===== config.mk =====
export PLATFORM = sky130hd
export DESIGN_NAME = lsh_kernel_flat
export DESIGN_NICKNAME = d
export VERILOG_FILES = /design/src/rtl/laplacian_sharpen_3x3_defines.svh /design/src/rtl/lsh_pkg.sv /design/src/rtl/lsh_stream_if.sv /design/src/rtl/lsh_kernel.sv /design/src/flat_wrapper.sv
export SDC_FILE = /design/constraint.sdc
export NUM_CORES = 1
export LEC_CHECK = 0
export BUFFER_PORTS_ARGS = -buffer_cell sky130_fd_sc_hd__clkbuf_2
export CAP_MARGIN = 20
export CORE_UTILIZATION = 11
export DETAILED_ROUTE_END_ITERATION = 7
export PLACE_DENSITY = 0.74
export RECOVER_POWER = 25
export SLEW_MARGIN = 20
export SYNTH_ARGS = -nofsm -noshare
export SYNTH_HDL_FRONTEND = slang
export SYNTH_SLANG_ARGS = --single-unit

===== constraint.sdc =====
create_clock -name i_clk -period 0.9 [get_ports i_clk]
set_clock_uncertainty 0.05 [all_clocks]
set_input_delay 0.135 -clock i_clk [delete_from_list [all_inputs] [get_ports i_clk]]
set_output_delay 0.135 -clock i_clk [all_outputs]
set_load 0.01 [all_outputs]

===== src/rtl/laplacian_sharpen_3x3_defines.svh =====
// ----------------------------------------------------------------------------
// laplacian sharpen 3x3 assertion macros
// shared concurrent check forms, clocked on i_clk with i_rst_n as disable
// ----------------------------------------------------------------------------
`ifndef LAPLACIAN_SHARPEN_3X3_DEFINES_SVH
`define LAPLACIAN_SHARPEN_3X3_DEFINES_SVH

// same-cycle implication
`define LSH_ASSERT_IMP(lbl, cond, expr) \
    lbl: assert property (@(posedge i_clk) disable iff (!i_rst_n) (cond) |-> (expr)) \
        else $error("lsh check failed");

// next-cycle implication
`define LSH_ASSERT_NXT(lbl, cond, expr) \
    lbl: assert property (@(posedge i_clk) disable iff (!i_rst_n) (cond) |=> (expr)) \
        else $error("lsh check failed");

`endif


===== src/rtl/lsh_pkg.sv =====
// ----------------------------------------------------------------------------
// lsh_pkg
// shared constants, register codes and payload types of the sharpen filter
// ----------------------------------------------------------------------------
`default_nettype none

package lsh_pkg;

    localparam int MAX_WIDTH_DEF = 2048;
    localparam int MAX_HEIGHT    = 4096;
    localparam int MIN_DIM       = 3;

    localparam int PIX_W        = 8;
    localparam int ROW_W        = 12;
    localparam int WIDTH_CFG_W  = 12;
    localparam int HEIGHT_CFG_W = 13;
    localparam int CFG_IDX_W    = 4;
    localparam int CFG_DATA_W   = 13;

    // register indexes
    localparam logic [CFG_IDX_W-1:0] REG_IMAGE_WIDTH  = 4'd0;
    localparam logic [CFG_IDX_W-1:0] REG_IMAGE_HEIGHT = 4'd1;
    localparam logic [CFG_IDX_W-1:0] REG_KERNEL_MODE  = 4'd2;
    localparam logic [CFG_IDX_W-1:0] REG_OUTPUT_MODE  = 4'd3;

    // register reset values
    localparam logic [WIDTH_CFG_W-1:0]  WIDTH_RESET  = 12'd640;
    localparam logic [HEIGHT_CFG_W-1:0] HEIGHT_RESET = 13'd480;
    localparam logic                    KMODE_RESET  = 1'b1;
    localparam logic                    OMODE_RESET  = 1'b1;

    typedef struct packed {
        logic [PIX_W-1:0] pixel_in;
        logic             frame_start;
    } t_pix_in;

    typedef struct packed {
        logic [PIX_W-1:0] pixel_out;
        logic             row_end;
        logic             frame_end;
    } t_pix_out;

    typedef struct packed {
        logic [CFG_IDX_W-1:0]  reg_index;
        logic [CFG_DATA_W-1:0] wr_data;
    } t_cfg_req;

    typedef struct packed {
        logic row_end;
        logic frame_end;
    } t_tag;

    // [row][column], row 0 oldest line, column 0 oldest pixel
    typedef logic [2:0][2:0][PIX_W-1:0] t_window;

endpackage

`default_nettype wire


===== src/rtl/lsh_stream_if.sv =====
// ----------------------------------------------------------------------------
// lsh_stream_if
// valid/ready channel carrying one payload of type T
// ----------------------------------------------------------------------------
`default_nettype none

interface lsh_stream_if #(
    parameter type T = logic
);
    logic valid;
    logic ready;
    T     data;

    modport source (output valid, output data, input ready);
    modport sink   (input valid, input data, output ready);
endinterface

`default_nettype wire


===== src/rtl/lsh_kernel.sv =====
// ----------------------------------------------------------------------------
// lsh_kernel
// laplacian correlation of one window, mode select and saturation, two stages
// ----------------------------------------------------------------------------
`default_nettype none

module lsh_kernel (
    input  wire logic             i_clk,
    input  wire logic             i_rst_n,
    input  wire logic             i_valid,
    output logic                  o_ready,
    input  wire lsh_pkg::t_window i_win,
    input  wire lsh_pkg::t_tag    i_tag,
    input  wire logic             i_kernel_mode,
    input  wire logic             i_output_mode,
    lsh_stream_if.source          o_res
);

    // sum stage
    logic                        r_a_v;
    logic [10:0]                 r_sum;
    logic [10:0]                 r_cen;
    logic [lsh_pkg::PIX_W-1:0]   r_c;
    lsh_pkg::t_tag               r_a_tag;
    // output register
    logic                        r_o_v;
    lsh_pkg::t_pix_out           r_o;

    logic        a_fire;
    logic        in_fire;
    logic [10:0] cross_sum;
    logic [10:0] corner_sum;
    logic signed [11:0] lap;
    logic signed [12:0] res;
    logic [lsh_pkg::PIX_W-1:0] sat;

    assign a_fire  = r_a_v && (!r_o_v || o_res.ready);
    assign o_ready = !r_a_v || a_fire;
    assign in_fire = i_valid && o_ready;

    always_comb begin
        cross_sum  = 11'(i_win[0][1]) + 11'(i_win[1][0]) + 11'(i_win[1][2]) + 11'(i_win[2][1]);
        corner_sum = 11'(i_win[0][0]) + 11'(i_win[0][2]) + 11'(i_win[2][0]) + 11'(i_win[2][2]);
    end

    always_ff @(posedge i_clk) begin
        if (!i_rst_n) begin
            r_a_v <= 1'b0;
            r_o_v <= 1'b0;
        end else begin
            if (in_fire) begin
                r_a_v <= 1'b1;
            end else if (a_fire) begin
                r_a_v <= 1'b0;
            end
            if (a_fire) begin
                r_o_v <= 1'b1;
            end else if (o_res.ready) begin
                r_o_v <= 1'b0;
            end
        end
    end

    always_ff @(posedge i_clk) begin
        if (in_fire) begin
            r_sum   <= i_kernel_mode ? (cross_sum + corner_sum) : cross_sum;
            r_cen   <= i_kernel_mode ? {i_win[1][1], 3'b000} : {1'b0, i_win[1][1], 2'b00};
            r_c     <= i_win[1][1];
            r_a_tag <= i_tag;
        end
    end

    always_comb begin
        lap = $signed({1'b0, r_sum}) - $signed({1'b0, r_cen});
        if (i_output_mode) begin
            res = $signed({5'b00000, r_c}) - $signed({lap[11], lap});
        end else begin
            res = $signed({lap[11], lap});
        end
        if (res[12]) begin
            sat = '0;
        end else if (res > 13'sd255) begin
            sat = '1;
        end else begin
            sat = res[7:0];
        end
    end

    always_ff @(posedge i_clk) begin
        if (a_fire) begin
            r_o.pixel_out <= sat;
            r_o.row_end   <= r_a_tag.row_end;
            r_o.frame_end <= r_a_tag.frame_end;
        end
    end

    assign o_res.valid = r_o_v;
    assign o_res.data  = r_o;

endmodule

`default_nettype wire


===== src/flat_wrapper.sv =====
// flat-port wrapper written by rule: the top's interface ports become plain ports
module lsh_kernel_flat 
  (i_clk, i_rst_n, i_valid, o_ready, i_win, i_tag, i_kernel_mode, i_output_mode, o_res_valid, o_res_data, o_res_ready);
  lsh_stream_if o_res_i ();
  input  wire logic i_clk;
  input  wire logic i_rst_n;
  input  wire logic i_valid;
  output logic o_ready;
  input  wire lsh_pkg::t_window i_win;
  input  wire lsh_pkg::t_tag i_tag;
  input  wire logic i_kernel_mode;
  input  wire logic i_output_mode;
  output wire logic [$bits(o_res_i.valid)-1:0] o_res_valid;
  output wire logic [$bits(o_res_i.data)-1:0] o_res_data;
  input wire logic [$bits(o_res_i.ready)-1:0] o_res_ready;
  assign o_res_valid = o_res_i.valid;
  assign o_res_data = o_res_i.data;
  assign o_res_i.ready = o_res_ready;
  lsh_kernel u_core (.i_clk(i_clk), .i_rst_n(i_rst_n), .i_valid(i_valid), .o_ready(o_ready), .i_win(i_win), .i_tag(i_tag), .i_kernel_mode(i_kernel_mode), .i_output_mode(i_output_mode), .o_res(o_res_i));
endmodule

==> run metrics, run 1 <==
CTS root buf=clkbuf_4; hold path startpoint=i_tag[0]; first-pass GRT wire length=524 µm; Rows=13; max_cap viols=0; slew of the pin with the lowest slew margin=115 ps; Int Pwr=0.398 mW; most used cell, CP=buf_6; io pins=83; drt first-iter violations=1; area delta synth->final=76.3%; hold crit path type=in2reg; CTS buffer count=3; CTS H-tree depth=1; Hold Fails Final Rpt=0; sequential area share after synthesis=61.1%; Die Wd=40.6 µm; layout cell share with drive strength beyond 1=76.0%; VDD IR max=0.892 mV; nets=106; crit-path leading delay family=flip-flops; #FFs+latches synth=4; Fmax=951 MHz; final setup margin=-152 ps; Net Count, Synth=91; synth warn=0; distinct cell type count of the synthesized netlist=9; # setup viols final=4; routed len/inst=8.53 µm; CP Data Required Time=710 ps; sw frac=21.1%; Via density=3.33; commonest non-fill, non-tap cell in the layout=clkbuf_2; hold slack=26.1 ps; core area=0.00135 mm²; reg2reg setup slack=-40 ps; CP Buf/Inv Count=2; global-route usage over all layers=5.67%; outcome=finished, violations left; Residual DRC=0; most frequent cells in the layout=clkbuf_2, clkbuf_4, buf_6, buf_4, edfxtp_1; fin crit share=117%; GR Overflow Total=0; Comb power frac=9.5%; clk_lat worst skew=240 ps; CP Max Fanout=2; Bufs on Longest Clock Path=2; Arrival @ worst endpoint=870 ps; Critical Path Max Stage Delay=340 ps; GP Congestion=0.622; drt pass-1 iters=2; failing checks=setup timing; Final Max Tran Viols=0; Setup crit end kind=primary output; R2R Path Start=u_core.o_res.valid; RSZ-0062 raised after global routing=yes; clock slew at reported path FFs=40 ps; CTS tree=yes; Post-Syn Instances=11; post-layout util=21.4%; WS Path Type=reg2out; largest net degree at the start of global routing=5; power per cell area=1750 mW/mm²; P_leak=0.144 nW; initial antenna violation count=0; slew margin rel.=92.3%; Detail Route Antenna Nets=0; final WL=341 µm; total die area=0.00165 mm²; Seq pwr share=41.4%; syn_area_per_cell=14.9 µm²; initial core utilization=12.1%; via count=133; ant diodes=0; Power, Total=0.505 mW; clk sinks=4; Port Buffers=7; Worst Setup SP=u_core.o_res.valid; cell chain of the critical path=buf_6, nand3b_4, buf_6; Die Span Y=40.6 µm; critical path's slowest cell=dfxtp_4; Critical Path Start Type=flip-flop; number of global-route vias before repair=130; mapped cell area=164 µm²; Clk pwr share=49.1%; Tmin final=1050 ps; switching power=0.107 mW
## metrics by stage
| step | std cells | cell area (µm²) | setup slack [ps] | setup TNS, ps |
|---|---|---|---|---|
| 6_report | 40 | 289 | -152 | -312 |
| 5_1_grt | 40 | 289 | -183 | -455 |
| 4_1_cts | 39 | 272 | -177 | -337 |
| 3_5_place_dp | 34 | 233 | -29.9 | -48.1 |
| 3_3_place_gp | 34 | 233 | -21.7 | -23.2 |
| 2_1_floorplan | 11 | 171 | -27.0 | -51.1 |
## Yosys cell counts
cell,n,area (µm²)
a21boi_1,1,7.51
a21oi_1,1,5.00
dfxtp_1,2,40.0
edfxtp_1,2,60.1
inv_1,1,3.75
nand3b_4,1,20.0
nor2b_1,1,6.26
nor2b_4,1,13.8
o21a_1,1,7.51
## flip-flops by register name, indices dropped and copies added, names as in the netlist
register and cells:
u_core.o_res.data 1, u_core.o_res.valid 1, u_core.r_a_tag 1, u_core.r_a_v 1
## cells by family (layout without fill, tap and decap cells)
kind of cell	count (synthesis)	count (layout)	synth area share, %
buf+inv	1	15	2.29
compound gates	3	3	12.2
flops	4	4	61.1
simple gates	3	3	24.4
## what timing repair did
action	CTS	global route
pin swaps	0	1
hold buffers	0	0
setup buffers	1	1
setup endpoints to repair	5	6
resized for setup	2	4
## power by group through the flow
stage,Sequential (mW),Clock (mW),Combinational [mW]
4_1_cts,0.209,0.261,0.0442
2_1_floorplan,0.214,0,0.0164
3_3_place_gp,0.211,0,0.0412
6_report,0.209,0.248,0.0481
3_5_place_dp,0.211,0,0.0420
5_1_grt,0.210,0.270,0.0525
## per-layer routing
metal	part of all wire [%]	GRT usage (%)	routed length [µm]	vias to the layer above
met1	46	5.88	156	61
met5	0	0	0	-
met4	0	5.00	0	0
li1	-	-	-	67
met3	5.6	5.00	19	0
met2	48	6.75	165	5
## worst paths after layout
path,end,depth (start not counted)
setup reg to reg,u_core.r_a_tag[0],2
hold / removal,u_core.r_a_tag[0],1
hold reg to reg,u_core.o_res.data,0
setup / recovery,o_ready,3
## area by class of cell
cell class / count / area (µm²)
clock buffers: 4 / 26.3
flip-flops and latches: 4 / 105
inverters: 1 / 3.75
fillers: 146 / 1060
multi-input cells: 6 / 67.6
well taps: 15 / 18.8
repair buffers: 10 / 67.6
Note: power is estimated with default switching activity, not from simulation.
==> inputs of run 2 (changes only) <==
--- a/config.mk
+++ b/config.mk
@@ -11,6 +11,7 @@
 export DETAILED_ROUTE_END_ITERATION = 7
 export PLACE_DENSITY = 0.74
 export RECOVER_POWER = 25
+export REMOVE_ABC_BUFFERS = 1
 export SLEW_MARGIN = 20
 export SYNTH_ARGS = -nofsm -noshare
 export SYNTH_HDL_FRONTEND = slang
==> run 2 against run 1 <==
  * The flow still finishes with violations (setup timing)
  * Core utilization decreased by 1.0 points
  * Critical path depth unchanged
  * Non-clock buffer count is 1 lower
  * Maximum frequency up 2.3%
  * Combinational power down 8.7%
  * Power is 0.64% lower
  * Global-route usage shrank 0.55 points
  * Clock power barely moved
  * Routed wire length decreased by 9.4%
  * Largest power group unchanged
==> run metrics, run 2 (synthesis gave the netlist of run 1 again) <==
outcome=finished, violations left; failing checks=setup timing; CP Max Fanout=2 (unchanged); largest net degree at the start of global routing=5 (unchanged); area of the multi-input gates=63.8 µm² (-5.6%); Detail Route Antenna Nets=0 (unchanged); CP Data Required Time=710 ps (about the same); WS Path Type=reg2out; Port Buffers=7 (unchanged); initial antenna violation count=0 (unchanged); commonest non-fill, non-tap cell in the layout=clkbuf_2; final setup margin=-128 ps (+24.1 ps); Rows=13 (unchanged); fillers=152 (+4.1%); GR Overflow Total=0 (unchanged); drt first-iter violations=0 (-1); Arrival @ worst endpoint=840 ps (-30 ps); ant diodes=0 (unchanged); Power, Total=0.501 mW (-0.64%); CTS buffer count=3 (unchanged); Fmax=973 MHz (+2.3%); via count=125 (-6.0%); routed len/inst=7.92 µm (-7.1%); Place WS=-33.0 ps (-3.08 ps); # hold bufs at CTS=0 (unchanged); Bufs on Longest Clock Path=2 (unchanged); RSZ-0062 raised after global routing=yes; fin crit share=114% (-2.7 points); Hold Path Cell Cnt=1 (unchanged); Reg2Reg Depth=2 (unchanged); number of global-route vias before repair=135 (+3.8%); clk_lat worst skew=240 ps (about the same); final std cell area, no fill=275 µm² (-4.8%); Via density=3.21 (-3.6%); drt pass-1 iters=1 (-1); power per cell area=1820 mW/mm² (+4.3%); P_leak=0.138 nW (-4.0%); CTS tree=yes; GP Congestion=0.443 (-29%); Hold Fails Final Rpt=0 (unchanged); FF/Latch Area=103 µm² (-2.4%); area post-placement=225 µm² (-3.2%); slew margin rel.=89.9% (-2.4 points); VDD IR max=0.466 mV (-48%); initial core utilization=12.1% (unchanged); area delta synth->final=67.9%; CTS H-tree depth=1 (unchanged); global-route usage over all layers=5.12% (-0.55 points); clk sinks=4 (unchanged); placed cell count=34 (unchanged); Die Span Y=40.6 µm (unchanged); Setup crit end kind=primary output; max_cap viols=0 (unchanged); Final Non-Filler Cells=39 (-2.5%); most frequent cells in the layout=clkbuf_2, clkbuf_4, buf_6, edfxtp_1, dfxtp_2; first-pass GRT wire length=462 µm (-12%); core area=0.00135 mm² (unchanged); Residual DRC=0 (unchanged); final WL=309 µm (-9.4%); Die Wd=40.6 µm (unchanged); Critical Path Start Type=flip-flop; Final Max Tran Viols=0 (unchanged); Tmin final=1030 ps (-24.1 ps); setup TNS=-239 ps (+72.6 ps); io pins=83 (unchanged); CTS root buf=clkbuf_4; clock slew at reported path FFs=50 ps (about the same); total die area=0.00165 mm² (unchanged); layout cell share with drive strength beyond 1=70.8% (-5.2 points); nets=105 (-0.94%); slew of the pin with the lowest slew margin=151 ps (+36.3 ps); # setup viols final=4 (unchanged); hold crit path type=in2reg
[run 2: worst paths after layout]
kind,slack (ps),end,from
max,-130,o_ready,u_core.o_res.valid
min,30,u_core.r_a_tag[0],i_tag[0]
max reg2reg,-40,u_core.r_a_tag[0],u_core.o_res.valid
min reg2reg,380,u_core.o_res.data,u_core.r_a_tag[0]
[run 2: timing repair]
action                     CTS  global route
setup endpoints to repair    4             6
gates resized for setup      2             5
buffers inserted             1             0
pin swaps                    0             0
hold endpoints to repair     0             0
[run 2: final cells by class]
cell class	count	area share (%)
clock buffers	4	9.55
well taps	15	6.82
repair buffers	9	21.8
inverters	1	1.36
flip-flops and latches	4	37.3
multi-input cells	6	23.2
[run 2: report_power, final]
| part | switching, mW | internal [mW] |
|---|---|---|
| Sequential | 0.00607 | 0.204 |
| Combinational | 0.0173 | 0.0265 |
| Clock | 0.0807 | 0.167 |
[run 2: per-stage QoR]
stage	utilization, %	hold WS, ps
2_1_floorplan	-	184
5_1_grt	20.4	9.70
4_1_cts	19.6	19.1
6_report	20.4	30.1
3_5_place_dp	16.7	264
3_3_place_gp	16.7	262
[run 2: worst max-delay path, cell delays in order, from the launching register on]
cell and delay [ps]:
dfxtp_2 320, buf_6 100, nand3b_4 70, buf_6 120
[run 2: routing by layer]
metal	wire, µm	track usage [%]	vias to the layer above
met3	1	5.00	0
met5	0	0	-
met1	117	4.29	59
met4	0	5.00	0
met2	190	6.75	2
li1	-	-	64
==> inputs of run 3 (changes only) <==
--- a/config.mk
+++ b/config.mk
@@ -7,9 +7,11 @@
 export LEC_CHECK = 0
 export BUFFER_PORTS_ARGS = -buffer_cell sky130_fd_sc_hd__clkbuf_2
 export CAP_MARGIN = 20
-export CORE_UTILIZATION = 11
+export CORE_AREA = 2 2 39 41
+export CTS_CLUSTER_SIZE = 30
 export DETAILED_ROUTE_END_ITERATION = 7
-export PLACE_DENSITY = 0.74
+export DIE_AREA = 0 0 41 43
+export PLACE_DENSITY = 0.78
 export RECOVER_POWER = 25
 export REMOVE_ABC_BUFFERS = 1
 export SLEW_MARGIN = 20
==> constraint.sdc (replaced) <==
create_clock -name i_clk -period 1.2 [get_ports i_clk]
set_clock_uncertainty 0.05 [all_clocks]
set_input_delay 0.18 -clock i_clk [delete_from_list [all_inputs] [get_ports i_clk]]
set_output_delay 0.18 -clock i_clk [all_outputs]
set_load 0.01 [all_outputs]
==> run 3 against run 2 <==
  * The run now ends clean
  * Sequential power decreased by 25%
  * Sequential share of layout area increased by 4.2 points
  * Worst hold slack improved by 46 ps
  * First-iteration DRC count rose by 2
  * Clock power is 34% lower
  * Global-route usage down 0.59 points
  * Die area grew 7.0%
  * Critical endpoint unchanged
  * Highest routed layer unchanged
==> run metrics, run 3 (synthesis gave the netlist of run 1 again) <==
Met3 Wirelength=43 µm (+4200%); final WL=301 µm (-2.6%); hold crit path type=in2reg; Post-Route M1 WL=118 µm (+0.85%); CP Max Fanout=4 (+2); io pins=83 (unchanged); number of global-route vias before repair=120 (-11%); Fmax=921 MHz; commonest non-fill, non-tap cell in the layout=clkbuf_2; CP Data Required Time=970 ps (+260 ps); drt first-iter violations=2 (+2); Setup Buffers After CTS=0 (-1); core area=0.00138 mm² (+2.5%); routed len/inst=8.14 µm (+2.7%); most frequent cells in the layout=clkbuf_2, clkbuf_4, edfxtp_1, dfxtp_1; RSZ-0062 raised after global routing=no; Hold Fails Final Rpt=0 (unchanged); ant diodes=0 (unchanged); CTS root buf=clkbuf_4; Final Max Tran Viols=0 (unchanged); CTS resizes=0 (-2); first-pass GRT wire length=441 µm (-4.5%); Critical Path Start Type=flip-flop; fin crit share=90.5%; Tmin final=1090 ps; fillers=150 (-1.3%); Setup crit end kind=primary output; CTS H-tree depth=1 (unchanged); Rows=14 (+1); WS Path Type=reg2out; CTS buffer count=3 (unchanged); # hold bufs at CTS=0 (unchanged); power per cell area=1440 mW/mm² (-21%); max_cap viols=0 (unchanged); clk_lat worst skew=230 ps (about the same); nets=103 (-1.9%); global-route usage over all layers=4.53% (-0.59 points); largest net degree at the start of global routing=5 (unchanged); Port Buffers=7 (unchanged); VDD IR max=0.420 mV (-9.9%); slew of the pin with the lowest slew margin=182 ps (+31.3 ps); Die Wd=41 µm (+0.99%); P_leak=0.123 nW (-11%); # setup viols final=0 (-4); hold slack=76.0 ps (+45.9 ps); DR top layer=met3; via count=115 (-8.0%); layout cell share with drive strength beyond 1=57.1% (-14 points); CTS tree=yes; Via density=3.11 (-3.0%); Die Span Y=43 µm (+5.9%); outcome=completed; Residual DRC=0 (unchanged); drt pass-1 iters=2 (+1); setup TNS=0 ps (+239 ps); Detail Route Antenna Nets=0 (unchanged); clock slew at reported path FFs=40 ps (about the same); met2 wire len=139 µm (-27%); GP Congestion=0.690 (+56%); total die area=0.00176 mm² (+7.0%); initial core utilization=11.8% (-0.30 points); clk sinks=4 (unchanged); slew margin rel.=87.8% (-2.1 points); area delta synth->final=47.3%; Arrival @ worst endpoint=860 ps (+20 ps); initial antenna violation count=0 (unchanged); GR Overflow Total=0 (unchanged); Bufs on Longest Clock Path=2 (unchanged)
run 3: cell type report:
cell class	count	area, µm²	share of cell area (%)
sequential	4	100	41.5
multi-input combinational	6	60.1	24.9
timing repair buffer	7	35.0	14.5
clock buffer	3	22.5	9.33
tap	16	20.0	8.29
inverter	1	3.75	1.55
run 3: path summary, 6_finish.rpt:
path,startpoint,to,slack [ps],depth (start not counted)
setup reg to reg,u_core.o_res.valid,u_core.r_a_tag[0],220,2
hold / removal,i_tag[0],u_core.r_a_tag[0],80,1
setup / recovery,u_core.r_a_v,o_ready,110,2
hold reg to reg,u_core.r_a_tag[0],u_core.o_res.data,360,0
run 3: where the power goes:
part / leakage [nW] / switching (mW) / internal (mW)
clock: 0.0138 / 0.0524 / 0.112
sequential: 0.0357 / 0.00576 / 0.152
combinational: 0.0733 / 0.0105 / 0.0149
run 3: critical path: stages (launching register included):
cell and delay (ps):
dfxtp_1 400, nand3b_4 90, clkbuf_2 130
run 3: routing by layer:
metal | vias up | global-route usage, %
met3 | 0 | 3.14
met4 | 0 | 8.00
met2 | 7 | 4.06
met1 | 49 | 4.53
li1 | 59 | -
met5 | - | 0
run 3: metrics by stage:
step | utilization, % | std cells | cell area, µm² | power, mW | setup slack, ps
detailed placement | 15.8 | 34 | 219 | 0.186 | 228
global placement | 15.8 | 34 | 219 | 0.185 | 238
global route | 17.5 | 37 | 241 | 0.368 | 71.1
floorplan | - | 11 | 164 | 0.172 | 218
CTS | 17.5 | 37 | 241 | 0.360 | 101
finish | 17.5 | 37 | 241 | 0.348 | 115
